## src/rtl/qds_pkg.sv

```systemverilog
`timescale 1ns / 1ps

package qds_pkg;

  localparam int unsigned TIME_W  = 32;
  localparam int unsigned COUNT_W = 32;
  localparam int unsigned ERR_W   = 31;
  localparam int unsigned CPR_W   = 16;
  localparam int unsigned CFG_W   = 32;

  typedef enum logic [0:0] {
    CFG_UPDATE_PERIOD = 1'b0,
    CFG_COUNTS_PER_REV = 1'b1
  } cfg_reg_e;

  typedef enum logic [0:0] {
    KIND_PHASE  = 1'b0,
    KIND_UPDATE = 1'b1
  } kind_e;

  typedef struct packed {
    logic              op;
    logic              phase_a;
    logic              phase_b;
    logic [TIME_W-1:0] time_us;
  } in_item_t;

  typedef struct packed {
    logic signed [COUNT_W-1:0] position_count;
    logic                      moving_forward;
    logic [ERR_W-1:0]          error_total;
    logic signed [COUNT_W-1:0] step_delta;
    logic [CPR_W-1:0]          angle_counts;
    logic [CPR_W-1:0]          angle_turn_q16;
    logic                      updated;
  } out_item_t;

  typedef struct packed {
    kind_e             kind;
    logic [1:0]        ab;
    logic [TIME_W-1:0] time_us;
  } cmd_t;

  typedef struct packed {
    logic [TIME_W-1:0] update_period_us;
    logic [CPR_W-1:0]  counts_per_rev;
  } cfg_t;

endpackage

```

## src/rtl/qds_front.sv

```systemverilog
`timescale 1ns / 1ps

module qds_front (
  input  logic              clk,
  input  logic              rst_n,
  input  logic              in_valid,
  output logic              in_ready,
  input  qds_pkg::in_item_t in_data,
  output logic              cmd_valid,
  input  logic              cmd_ready,
  output qds_pkg::cmd_t     cmd_data
);

  logic          vld_r;
  logic          vld_nxt;
  qds_pkg::cmd_t cmd_r;
  qds_pkg::cmd_t cmd_nxt;

  assign in_ready  = !vld_r || cmd_ready;
  assign cmd_valid = vld_r;
  assign cmd_data  = cmd_r;

  always_comb begin
    vld_nxt = vld_r;
    cmd_nxt = cmd_r;
    if (vld_r && cmd_ready) begin
      vld_nxt = 1'b0;
    end
    if (in_valid && in_ready) begin
      vld_nxt         = 1'b1;
      cmd_nxt.kind    = in_data.op ? qds_pkg::KIND_UPDATE : qds_pkg::KIND_PHASE;
      cmd_nxt.ab      = {in_data.phase_a, in_data.phase_b};
      cmd_nxt.time_us = in_data.time_us;
    end
  end

  always_ff @(posedge clk) begin
    if (!rst_n) begin
      vld_r <= 1'b0;
    end else begin
      vld_r <= vld_nxt;
    end
    cmd_r <= cmd_nxt;
  end

endmodule

```

## src/rtl/qds_fifo.sv

```systemverilog
`timescale 1ns / 1ps

module qds_fifo #(
  parameter int unsigned DEPTH = 2
) (
  input  logic          clk,
  input  logic          rst_n,
  input  logic          push_valid,
  output logic          push_ready,
  input  qds_pkg::cmd_t push_data,
  output logic          pop_valid,
  input  logic          pop_ready,
  output qds_pkg::cmd_t pop_data
);

  localparam int unsigned AW = $clog2(DEPTH);
  localparam int unsigned CW = $clog2(DEPTH + 1);
  localparam logic [AW-1:0] LAST = AW'(DEPTH - 1);
  localparam logic [CW-1:0] FULL = CW'(DEPTH);

  qds_pkg::cmd_t mem_r [DEPTH];
  logic [AW-1:0] wr_ptr_r;
  logic [AW-1:0] wr_ptr_nxt;
  logic [AW-1:0] rd_ptr_r;
  logic [AW-1:0] rd_ptr_nxt;
  logic [CW-1:0] fill_r;
  logic [CW-1:0] fill_nxt;
  logic          do_push;
  logic          do_pop;

  assign push_ready = (fill_r != FULL);
  assign pop_valid  = (fill_r != '0);
  assign pop_data   = mem_r[rd_ptr_r];
  assign do_push    = push_valid && push_ready;
  assign do_pop     = pop_valid && pop_ready;

  always_comb begin
    wr_ptr_nxt = wr_ptr_r;
    rd_ptr_nxt = rd_ptr_r;
    fill_nxt   = fill_r;
    if (do_push) begin
      wr_ptr_nxt = (wr_ptr_r == LAST) ? '0 : wr_ptr_r + 1'b1;
    end
    if (do_pop) begin
      rd_ptr_nxt = (rd_ptr_r == LAST) ? '0 : rd_ptr_r + 1'b1;
    end
    if (do_push && !do_pop) begin
      fill_nxt = fill_r + 1'b1;
    end else if (do_pop && !do_push) begin
      fill_nxt = fill_r - 1'b1;
    end
  end

  always_ff @(posedge clk) begin
    if (!rst_n) begin
      wr_ptr_r <= '0;
      rd_ptr_r <= '0;
      fill_r   <= '0;
    end else begin
      wr_ptr_r <= wr_ptr_nxt;
      rd_ptr_r <= rd_ptr_nxt;
      fill_r   <= fill_nxt;
    end
    if (do_push) begin
      mem_r[wr_ptr_r] <= push_data;
    end
  end

endmodule

```

## src/rtl/qds_back.sv

```systemverilog
`timescale 1ns / 1ps

module qds_back (
  input  logic               clk,
  input  logic               rst_n,
  input  qds_pkg::cfg_t      cfg,
  input  logic               cmd_valid,
  output logic               cmd_ready,
  input  qds_pkg::cmd_t      cmd_data,
  output logic               out_valid,
  input  logic               out_ready,
  output qds_pkg::out_item_t out_data
);

  localparam int unsigned CW = qds_pkg::COUNT_W;
  localparam int unsigned PW = qds_pkg::CPR_W;
  localparam int unsigned SW = $clog2(CW);
  localparam logic [SW-1:0] MOD_LAST = SW'(CW - 1);
  localparam logic [SW-1:0] DIV_LAST = SW'(PW - 1);
  localparam logic [qds_pkg::ERR_W-1:0] ERR_MAX = '1;

  typedef enum logic [4:0] {
    S_IDLE = 5'b00001,
    S_MOD  = 5'b00010,
    S_FIX  = 5'b00100,
    S_DIV  = 5'b01000,
    S_DONE = 5'b10000
  } state_t;

  state_t                    state_r, state_nxt;
  logic [1:0]                last_ab_r, last_ab_nxt;
  logic [CW-1:0]             count_r, count_nxt;
  logic                      dir_r, dir_nxt;
  logic [qds_pkg::ERR_W-1:0] err_r, err_nxt;
  logic [CW-1:0]             cnt_upd_r, cnt_upd_nxt;
  logic [qds_pkg::TIME_W-1:0] time_upd_r, time_upd_nxt;
  logic [CW-1:0]             delta_r, delta_nxt;
  logic [PW-1:0]             angle_r, angle_nxt;
  logic [PW-1:0]             frac_r, frac_nxt;
  logic [CW-1:0]             mag_r, mag_nxt;
  logic                      neg_r, neg_nxt;
  logic [PW-1:0]             rem_r, rem_nxt;
  logic [PW-1:0]             quo_r, quo_nxt;
  logic [SW-1:0]             step_r, step_nxt;
  logic                      out_valid_r, out_valid_nxt;
  qds_pkg::out_item_t        out_data_r, out_data_nxt;

  logic                       out_free;
  logic                       take;
  logic [3:0]                 code;
  logic [qds_pkg::TIME_W-1:0] elapsed;
  logic [PW:0]                rem_sh;
  logic [PW:0]                rem_sub;
  logic                       ge;
  logic [PW-1:0]              rem_step;
  logic [PW-1:0]              angle_fix;
  logic                       emit;
  logic                       emit_upd;

  assign out_free  = !out_valid_r || out_ready;
  assign take      = cmd_valid && (state_r == S_IDLE) && out_free;
  assign cmd_ready = take;
  assign out_valid = out_valid_r;
  assign out_data  = out_data_r;

  assign code    = {cmd_data.ab, last_ab_r};
  assign elapsed = cmd_data.time_us - time_upd_r;

  assign rem_sh   = {rem_r, (state_r == S_MOD) ? mag_r[CW-1] : 1'b0};
  assign ge       = rem_sh >= {1'b0, cfg.counts_per_rev};
  assign rem_sub  = rem_sh - {1'b0, cfg.counts_per_rev};
  assign rem_step = ge ? rem_sub[PW-1:0] : rem_sh[PW-1:0];
  assign angle_fix = (neg_r && (rem_r != '0)) ? cfg.counts_per_rev - rem_r : rem_r;

  always_comb begin
    state_nxt     = state_r;
    last_ab_nxt   = last_ab_r;
    count_nxt     = count_r;
    dir_nxt       = dir_r;
    err_nxt       = err_r;
    cnt_upd_nxt   = cnt_upd_r;
    time_upd_nxt  = time_upd_r;
    delta_nxt     = delta_r;
    angle_nxt     = angle_r;
    frac_nxt      = frac_r;
    mag_nxt       = mag_r;
    neg_nxt       = neg_r;
    rem_nxt       = rem_r;
    quo_nxt       = quo_r;
    step_nxt      = step_r;
    emit          = 1'b0;
    emit_upd      = 1'b0;

    case (state_r)
      S_IDLE: begin
        if (take) begin
          if (cmd_data.kind == qds_pkg::KIND_PHASE) begin
            emit = 1'b1;
            if (code inside {4'h1, 4'h7, 4'h8, 4'hE}) begin
              count_nxt   = count_r + 1'b1;
              dir_nxt     = 1'b1;
              last_ab_nxt = cmd_data.ab;
            end else if (code inside {4'h2, 4'h4, 4'hB, 4'hD}) begin
              count_nxt   = count_r - 1'b1;
              dir_nxt     = 1'b0;
              last_ab_nxt = cmd_data.ab;
            end else if (err_r != ERR_MAX) begin
              err_nxt = err_r + 1'b1;
            end
          end else if (elapsed < cfg.update_period_us) begin
            emit = 1'b1;
          end else begin
            delta_nxt    = count_r - cnt_upd_r;
            cnt_upd_nxt  = count_r;
            time_upd_nxt = cmd_data.time_us;
            if (cfg.counts_per_rev == '0) begin
              angle_nxt = '0;
              frac_nxt  = '0;
              emit      = 1'b1;
              emit_upd  = 1'b1;
            end else begin
              neg_nxt   = count_r[CW-1];
              mag_nxt   = count_r[CW-1] ? -count_r : count_r;
              rem_nxt   = '0;
              step_nxt  = '0;
              state_nxt = S_MOD;
            end
          end
        end
      end
      S_MOD: begin
        rem_nxt  = rem_step;
        mag_nxt  = {mag_r[CW-2:0], 1'b0};
        step_nxt = step_r + 1'b1;
        if (step_r == MOD_LAST) begin
          state_nxt = S_FIX;
        end
      end
      S_FIX: begin
        angle_nxt = angle_fix;
        rem_nxt   = angle_fix;
        step_nxt  = '0;
        state_nxt = S_DIV;
      end
      S_DIV: begin
        rem_nxt  = rem_step;
        quo_nxt  = {quo_r[PW-2:0], ge};
        step_nxt = step_r + 1'b1;
        if (step_r == DIV_LAST) begin
          frac_nxt  = {quo_r[PW-2:0], ge};
          state_nxt = S_DONE;
        end
      end
      S_DONE: begin
        if (out_free) begin
          emit      = 1'b1;
          emit_upd  = 1'b1;
          state_nxt = S_IDLE;
        end
      end
      default: begin
        state_nxt = S_IDLE;
      end
    endcase
  end

  always_comb begin
    out_valid_nxt = out_valid_r;
    out_data_nxt  = out_data_r;
    if (out_valid_r && out_ready) begin
      out_valid_nxt = 1'b0;
    end
    if (emit) begin
      out_valid_nxt               = 1'b1;
      out_data_nxt.position_count = count_nxt;
      out_data_nxt.moving_forward = dir_nxt;
      out_data_nxt.error_total    = err_nxt;
      out_data_nxt.step_delta     = delta_nxt;
      out_data_nxt.angle_counts   = angle_nxt;
      out_data_nxt.angle_turn_q16 = frac_nxt;
      out_data_nxt.updated        = emit_upd;
    end
  end

  always_ff @(posedge clk) begin
    if (!rst_n) begin
      state_r     <= S_IDLE;
      last_ab_r   <= '0;
      count_r     <= '0;
      dir_r       <= 1'b1;
      err_r       <= '0;
      cnt_upd_r   <= '0;
      time_upd_r  <= '0;
      delta_r     <= '0;
      angle_r     <= '0;
      frac_r      <= '0;
      out_valid_r <= 1'b0;
    end else begin
      state_r     <= state_nxt;
      last_ab_r   <= last_ab_nxt;
      count_r     <= count_nxt;
      dir_r       <= dir_nxt;
      err_r       <= err_nxt;
      cnt_upd_r   <= cnt_upd_nxt;
      time_upd_r  <= time_upd_nxt;
      delta_r     <= delta_nxt;
      angle_r     <= angle_nxt;
      frac_r      <= frac_nxt;
      out_valid_r <= out_valid_nxt;
    end
    mag_r      <= mag_nxt;
    neg_r      <= neg_nxt;
    rem_r      <= rem_nxt;
    quo_r      <= quo_nxt;
    step_r     <= step_nxt;
    out_data_r <= out_data_nxt;
  end

endmodule

```

## src/rtl/quadrature_decoder_with_sampler_unit.sv

```systemverilog
`timescale 1ns / 1ps

// x4 quadrature decoder with a periodic position sampler. Phase samples and
// update requests enter through a classifying front stage and a short command
// queue; a phase sample, or an update request that finds the period not yet
// elapsed, yields a registered result in the cycle after it leaves the queue.
// An update that completes a period runs a shared restoring divider, one bit
// per cycle: 32 steps for the count modulo counts_per_rev, one fix-up step that
// folds a negative count into range and 16 steps for the Q0.16 turn fraction,
// then a done state that hands the result out once the output register is free
// (counts_per_rev of 0 skips the divider, giving angle and fraction 0). The
// back end takes one item at a time, and only with a free output register.
// Configuration writes are always ready and also reach an update in the divider.

module quadrature_decoder_with_sampler_unit #(
  parameter int unsigned QUEUE_DEPTH = 2
) (
  input  logic                       clk,
  input  logic                       rst_n,
  input  logic                       in_valid,
  output logic                       in_ready,
  input  qds_pkg::in_item_t          in_data,
  output logic                       out_valid,
  input  logic                       out_ready,
  output qds_pkg::out_item_t         out_data,
  input  logic                       cfg_valid,
  output logic                       cfg_ready,
  input  qds_pkg::cfg_reg_e          cfg_index,
  input  logic [qds_pkg::CFG_W-1:0]  cfg_wdata
);

  qds_pkg::cfg_t cfg_r;
  qds_pkg::cfg_t cfg_nxt;
  logic          f_valid;
  logic          f_ready;
  qds_pkg::cmd_t f_data;
  logic          q_valid;
  logic          q_ready;
  qds_pkg::cmd_t q_data;

  assign cfg_ready = 1'b1;

  always_comb begin
    cfg_nxt = cfg_r;
    if (cfg_valid && cfg_ready) begin
      case (cfg_index)
        qds_pkg::CFG_UPDATE_PERIOD: cfg_nxt.update_period_us = cfg_wdata;
        qds_pkg::CFG_COUNTS_PER_REV: begin
          cfg_nxt.counts_per_rev = cfg_wdata[qds_pkg::CPR_W-1:0];
        end
        default: cfg_nxt = cfg_r;
      endcase
    end
  end

  always_ff @(posedge clk) begin
    if (!rst_n) begin
      cfg_r.update_period_us <= 32'd1000;
      cfg_r.counts_per_rev   <= 16'd1024;
    end else begin
      cfg_r <= cfg_nxt;
    end
  end

  qds_front u_front (
    .clk       (clk),
    .rst_n     (rst_n),
    .in_valid  (in_valid),
    .in_ready  (in_ready),
    .in_data   (in_data),
    .cmd_valid (f_valid),
    .cmd_ready (f_ready),
    .cmd_data  (f_data)
  );

  qds_fifo #(
    .DEPTH (QUEUE_DEPTH)
  ) u_fifo (
    .clk        (clk),
    .rst_n      (rst_n),
    .push_valid (f_valid),
    .push_ready (f_ready),
    .push_data  (f_data),
    .pop_valid  (q_valid),
    .pop_ready  (q_ready),
    .pop_data   (q_data)
  );

  qds_back u_back (
    .clk       (clk),
    .rst_n     (rst_n),
    .cfg       (cfg_r),
    .cmd_valid (q_valid),
    .cmd_ready (q_ready),
    .cmd_data  (q_data),
    .out_valid (out_valid),
    .out_ready (out_ready),
    .out_data  (out_data)
  );

endmodule
```

## config.mk

```make
export PLATFORM = sky130hd
export DESIGN_NAME = quadrature_decoder_with_sampler_unit
export DESIGN_NICKNAME = d
export VERILOG_FILES = /design/src/rtl/qds_pkg.sv /design/src/rtl/qds_front.sv /design/src/rtl/qds_fifo.sv /design/src/rtl/qds_back.sv /design/src/rtl/quadrature_decoder_with_sampler_unit.sv
export SDC_FILE = /design/constraint.sdc
export NUM_CORES = 1
export LEC_CHECK = 0
export BUFFER_PORTS_ARGS = -buffer_cell sky130_fd_sc_hd__buf_2
export CORE_AREA = 2 2 254 206
export CTS_BUF_LIST = sky130_fd_sc_hd__clkbuf_4 sky130_fd_sc_hd__clkbuf_8 sky130_fd_sc_hd__clkbuf_16
export DETAILED_ROUTE_END_ITERATION = 12
export DIE_AREA = 0 0 256 208
export PLACE_DENSITY = 0.76
export SYNTH_ARGS = -nofsm -noshare
export SYNTH_HDL_FRONTEND = slang
export SYNTH_SLANG_ARGS = --single-unit
```

## constraint.sdc

```tcl
create_clock -name clk -period 11.1 [get_ports clk]
set_input_delay 1.11 -clock clk [delete_from_list [all_inputs] [get_ports clk]]
set_output_delay 1.11 -clock clk [all_outputs]
set_load 0.01 [all_outputs]
```

Word-level counts from Yosys, hierarchy flattened
Memory sizes are Yosys's and may differ from the RTL's. A register that Yosys moved wholly into a read port is not among the register bits.
Cells that the tools add are included.
{ "totals": {"ff_bits": 486, "latchBits": 0, "ram_bits": 70, "mem_bits_ro": 0, "inputBits": 73, "output_inout_bits": 132, "wordCells": 194, "memories": 1} }
{ "memory_table": {"columns": ["memory", "words", "width", "rd", "rd_ports_with_merged_regs", "wr", "line_no", "rtl"], "rows": [
  ["u_fifo.mem_r", 2, 35, 1, 1, 1, "qds_fifo.sv:21", "qds_pkg::cmd_t mem_r [DEPTH];"]
]} }
{ "classes": {"n_addsub": 13, "multipliers": 0, "div_mod_pow": 0, "order_cmp": 2, "n_eq_ne": 24, "n_shift": 0, "muxes": 83, "n_bitwise": 4, "reduce_logical": 35} }
{ "ops": {"columns": ["op", "count"], "rows": [
  ["$mux 32", 14],
  ["$mux 16", 15],
  ["$mux 31", 6],
  ["$pmux 16 s2", 2],
  ["$pmux 32 s2", 1],
  ["$sub 32x32->32", 2],
  ["$mux 5", 11],
  ["$pmux 16 s3", 1],
  ["$add 32x1->32 const B", 1],
  ["$lt 32x32->1", 1],
  ["$neg 32->32", 1],
  ["$sub 16x16->16", 2],
  ["$sub 32x1->32 const B", 1],
  ["$add 31x1->31 const B", 1],
  ["$ne 31x31->1 const B", 1],
  ["$mux 1", 25],
  ["$pmux 5 s5", 1],
  ["$ge 17x16->1", 1],
  ["$eq 4x4->1 const B", 4],
  ["$logic_not 16->1", 1],
  ["$reduce_bool 16->1", 1],
  ["$pmux 5 s3", 1],
  ["$reduce_and 5->1", 3],
  ["$reduce_bool 2->1", 6],
  ["other kinds (26)", 58]
]} }

Depth between registers and ports, before layout
{ "logic_depth": {"word_depth": 7, "ltp_mapped": 25, "mapped_depth_nobuf": 21} }

By module
From an unflattened synthesis, not the netlist that was laid out.
{ "unflattened": {"hier_cells": 2733, "hier_area_um2": 27752.9} }
{ "by_module_without_submodules": {"columns": ["mod", "instances", "cells_per_inst", "area_each_um2", "seq_area_each_um2"], "rows": [
  ["qds_back", 1, 2356, 21976.1, 9949.5],
  ["qds_fifo", 1, 133, 2766.4, 2202.1],
  ["quadrature_decoder_with_sampler_unit", 1, 204, 1901.8, 960.9],
  ["qds_front", 1, 40, 1108.6, 1071.0]
]} }

Worst setup path before layout
Ideal clock, no wire load.
{ "synth_path": {"path_type": "in2reg", "from": "in out_ready", "to": "reg u_back.out_data_r (netlist bit u_back.out_data[0]) (enable)", "setup_time_ns": 0.795, "t_arrival_ns": 10.215, "t_required_ns": 10.305, "path_slack_ns": 0.090, "cell_stages": 2, "n_path_buf": 0, "cell_sequence": "nor2b_1 o21ai_0"} }
{ "synth_via": {"elab_chain_len": 4, "elab_cells_between_ends": 5, "classes_between": "mux: 3; reduce/logical: 2"} }
{ "synth_lines": {"columns": ["item", "line_no", "rtl"], "rows": [
  ["start, declared", "quadrature_decoder_with_sampler_unit.sv:24", "input logic out_ready,"],
  ["$logic_or 1x1->1 *", "qds_back.sv:60", "assign out_free = !out_valid_r || out_ready;"],
  ["$logic_and 1x1->1", "qds_back.sv:61", "assign take = cmd_valid && (state_r == S_IDLE) && out_free;"],
  ["$mux 1", "qds_back.sv:96", "if (take) begin"],
  ["$pmux 1 s2 *", "qds_back.sv:94", "case (state_r)"],
  ["net u_back.emit", "qds_back.sv:57", "logic emit;"],
  ["end signal, assigned", "qds_back.sv:216", "out_data_r <= out_data_nxt;"],
  ["end, declared", "qds_back.sv:46", "qds_pkg::out_item_t out_data_r, out_data_nxt;"]
]} }
Mark *: on every way through the listed nets, which the timed path passes. The rest lies on a longest branch.
A chain may end at the register's enable or synchronous reset.

==> run_results.csv <==
group,metric,value,unit
status,status,"completed",
power,powerDensity,298.8,mW/mm²
sta,setup_slack,3.701,ns
grt,grt_pass1_vias,19724,
place,dp_hpwl,46510,µm
sta,max_slew_margin,17.00,%
synth,avgSynthCellArea,10.23,µm²
clock_network,post-cts-setup-buffers,0,
setup_path,cp_data_required_time,11.37,ns
floorplan,initial_core_util,54.52,%
drt,drtIter0Drc,1824,
drt,vias,20553,
synth,synth_cells,2700,
power,ir_drop,0.0001896,V
cells_and_area,n_fill_cell,4042,
setup_path,worst-path-max-fanout,54,
place,place_ws,3.804,ns
cells_and_area,area_growth,12.82,%
cells_and_area,final_common_cell,"edfxtp_1",
setup_path,crit_arrival,7.67,ns
drt,wl_per_cell,18.30,µm
cells_and_area,drive_gt1_share,14.02,%
hold_path,hold_depth,0,
synth,ys_seq_area_share,51.37,%
power,p_int,5.631,mW
cells_and_area,final_cell_mix,"edfxtp_1 (303), nand2_1 (281), dfxtp_1 (254)",
floorplan,pin_count,205,
cells_and_area,nNetsFinal,3069,
grt,grtUsageTotal,24.17,%
clock_network,clock_latency,0.61,ns
cells_and_area,multi_input_area,0.01232,mm²
floorplan,core,0.05065,mm²
clock_network,cts_max_level,2,
clock_network,cts_tree,"done",
synth,netlist_area,0.02761,mm²
drt,drt-total-wl,65670,µm
synth,synth-edff-count,303,
setup_path,rr_endpoint,"u_back.step_r[0]",
hold_path,hp-class,"reg2reg",
floorplan,num_rows,74,
clock_network,clock_path_buffers,3,
setup_path,reg2reg_depth,20,
clock_network,holdBufCountCts,0,
drt,viasPerCell,5.728,
hold_path,hold_start,"u_front.cmd_data[28]",
floorplan,dieArea,0.05325,mm²
sta,fin_skew,0.02314,ns
place,place_congestion,0.9225,
place,portBuffers,203,
grt,grt-ovfl-total,0,
setup_path,worstSetupEndpointType,"flip-flop",
sta,fin_tns_setup,0,ns
setup_path,reg2reg_slack,3.70,ns
power,switchingPower,3.678,mW
sta,finalCritPeriodShare,66.66,%
sta,slew_violations,0,
sta,setup_violations,0,
cells_and_area,regArea,0.01418,mm²
sta,fmax,135.1,MHz
synth,yosysUniqueCellTypes,81,
synth,syn_nets,2909,
synth,ys_async_sr_fraction,0,%
floorplan,fp.dieW,256,µm
power,p_clk_share,21.1,%
synth,yosys_register_bits,557,
clock_network,cts_buffers,54,
sta,rsz0062_at_grt,"false",
grt,grt_pass1_wl,104800,µm
drt,ant_nets,0,
grt,grt_max_degree,108,
drt,drc,0,
sta,holdWs,0.4423,ns
grt,antenna_found_initial,2,
power,pwr-share-comb,45.4,%
clock_network,cts_root_buffer,"clkbuf_16",
cells_and_area,insertedDiodeCount,0,
flow_run,drv_cap,0,
synth,synth-main-ff-cell,"edfxtp_1",
sta,finalHoldViolations,0,
clock_network,cts_sinks,557,
sta,period_needed,7.399,ns
floorplan,die_h,208,µm
power,p_sw_share,39.51,%
drt,first_pass_iters,6,
sta,tightest_slew,1.245,ns
power,cellLeakagePower,12.33,nW
hold_path,worstHoldEndpoint,"u_fifo.mem_r[0][28]",
clock_network,cts_resized,0,
setup_path,crit_path_start_kind,"flip-flop",
power,seq_power_share,33.5,%
synth,yosysWarnings,0,
setup_path,critPathKind,"reg2reg",
clock_network,clkSlewWorstSetupHoldPaths,0.06,ns
routing by layer:
| layer | GRT usage, % | part of all wire [%] |
|---|---|---|
| met1 | 34.67 | 46 |
| met2 | 37.47 | 44 |
| met3 | 3.472 | 6.5 |
| met4 | 8.611 | 3.4 |
| met5 | 0 | 0.018 |
per-stage QoR:
stage          instances  area, µm²  power (mW)  util, %
5_1_grt             3588      31150       9.903    61.51
3_3_place_gp        3488      29230       7.196    57.72
4_1_cts             3588      31150       9.304    61.51
2_1_floorplan       2700      27610       6.209        -
6_report            3588      31150       9.308    61.51
3_5_place_dp        3488      29230       7.298    57.72
how the worst max path moves through the flow:
stage / from / endpoint / slack, ns
after floorplan: out_ready / u_back.out_data[0] / 0.09
after global placement: flip-flop / u_back.rem_r[15] / 3.97
after detailed placement: flip-flop / u_back.rem_r[15] / 3.80
after CTS: flip-flop / u_back.step_r[0] / 3.74
after global routing: flip-flop / u_back.rem_r[13] / 3.20
final: flip-flop / u_back.step_r[0] / 3.70
layout make-up:
class	instances	share of cell area, %
clock buffer	63	4.631
clock inverter	37	1.538
inverter	182	2.201
multi-input combinational	1840	39.56
sequential	557	45.53
tap	684	2.747
timing repair buffer	225	3.791
power by group through the flow:
| stage | Clock (mW) | Sequential, mW | Combinational, mW |
|---|---|---|---|
| 2_1_floorplan | 0 | 3.28 | 2.93 |
| 3_3_place_gp | 0 | 3.14 | 4.06 |
| 3_5_place_dp | 0 | 3.15 | 4.15 |
| 4_1_cts | 2.00 | 3.12 | 4.19 |
| 5_1_grt | 2.08 | 3.17 | 4.66 |
| 6_report | 1.96 | 3.12 | 4.23 |
sequential cells by signal, indices dropped and copies added (netlist names), 2 cells and up, named ones only:
register / count
u_back.time_upd_r: 32
u_back.quo_r: 15
u_back.cnt_upd_r: 32
u_front.cmd_data: 35
u_fifo.fill_r: 2
u_back.err_r: 31
u_back.state_r: 5
u_back.last_ab_r: 2
u_back.out_data: 129
cfg_r: 48
u_back.mag_r: 32
u_back.rem_r: 16
u_back.angle_r: 16
u_back.count_r: 32
u_back.frac_r: 16
u_back.delta_r: 32
u_back.step_r: 5
u_fifo.mem_r: 70
cells by family (layout without fill, tap and decap cells):
group | Yosys count | in the layout | synth area share (%)
flip-flops | 557 | 557 | 51.37
AO/OA/AOI/OAI | 547 | 547 | 12.77
multiplexers | 132 | 132 | 4.985
AND/OR/NAND/NOR | 863 | 863 | 15.23
other | 1 | 1 | 0.01358
adder cells (fa/ha/maj) | 136 | 136 | 6.272
buffers and inverters | 303 | 507 | 4.228
XOR/XNOR | 161 | 161 | 5.134
cells in the mapped netlist, types with 33 or more instances:
cell / count / area (µm²)
a21o_1: 45 / 337.8
a21oi_1: 160 / 800.8
a22o_1: 33 / 289.0
and2_1: 94 / 588.1
clkbuf_1: 98 / 367.9
dfxtp_1: 254 / 5085
edfxtp_1: 303 / 9099
ha_1: 132 / 1652
inv_1: 181 / 679.4
mux2_2: 44 / 495.5
mux2i_1: 88 / 880.8
nand2_1: 281 / 1055
nand3_1: 64 / 320.3
nor2_1: 195 / 732.0
nor3_1: 42 / 210.2
o21ai_0: 111 / 555.5
xnor2_1: 71 / 621.9
xor2_1: 89 / 779.5
critical path, cell delays in order, from the launching register on:
cell and delay [ns]:
dfxtp_1 0.30, buf_4 0.45, mux2_2 0.41, ha_1 0.38, a211oi_1 0.31, o21ai_0 0.18
a221o_1 0.35, a31oi_1 0.40, o311ai_0 0.27, a221oi_1 0.62, o21ai_0 0.20, xnor2_1 0.16
ha_1 0.30, nand4_1 0.11, nor3_1 0.24, nand3_1 0.20, a21oi_4 0.71, buf_4 0.78
a21oi_1 0.20, nor2b_1 0.15, buf_4 0.30
(Power assumes the default switching activity.)
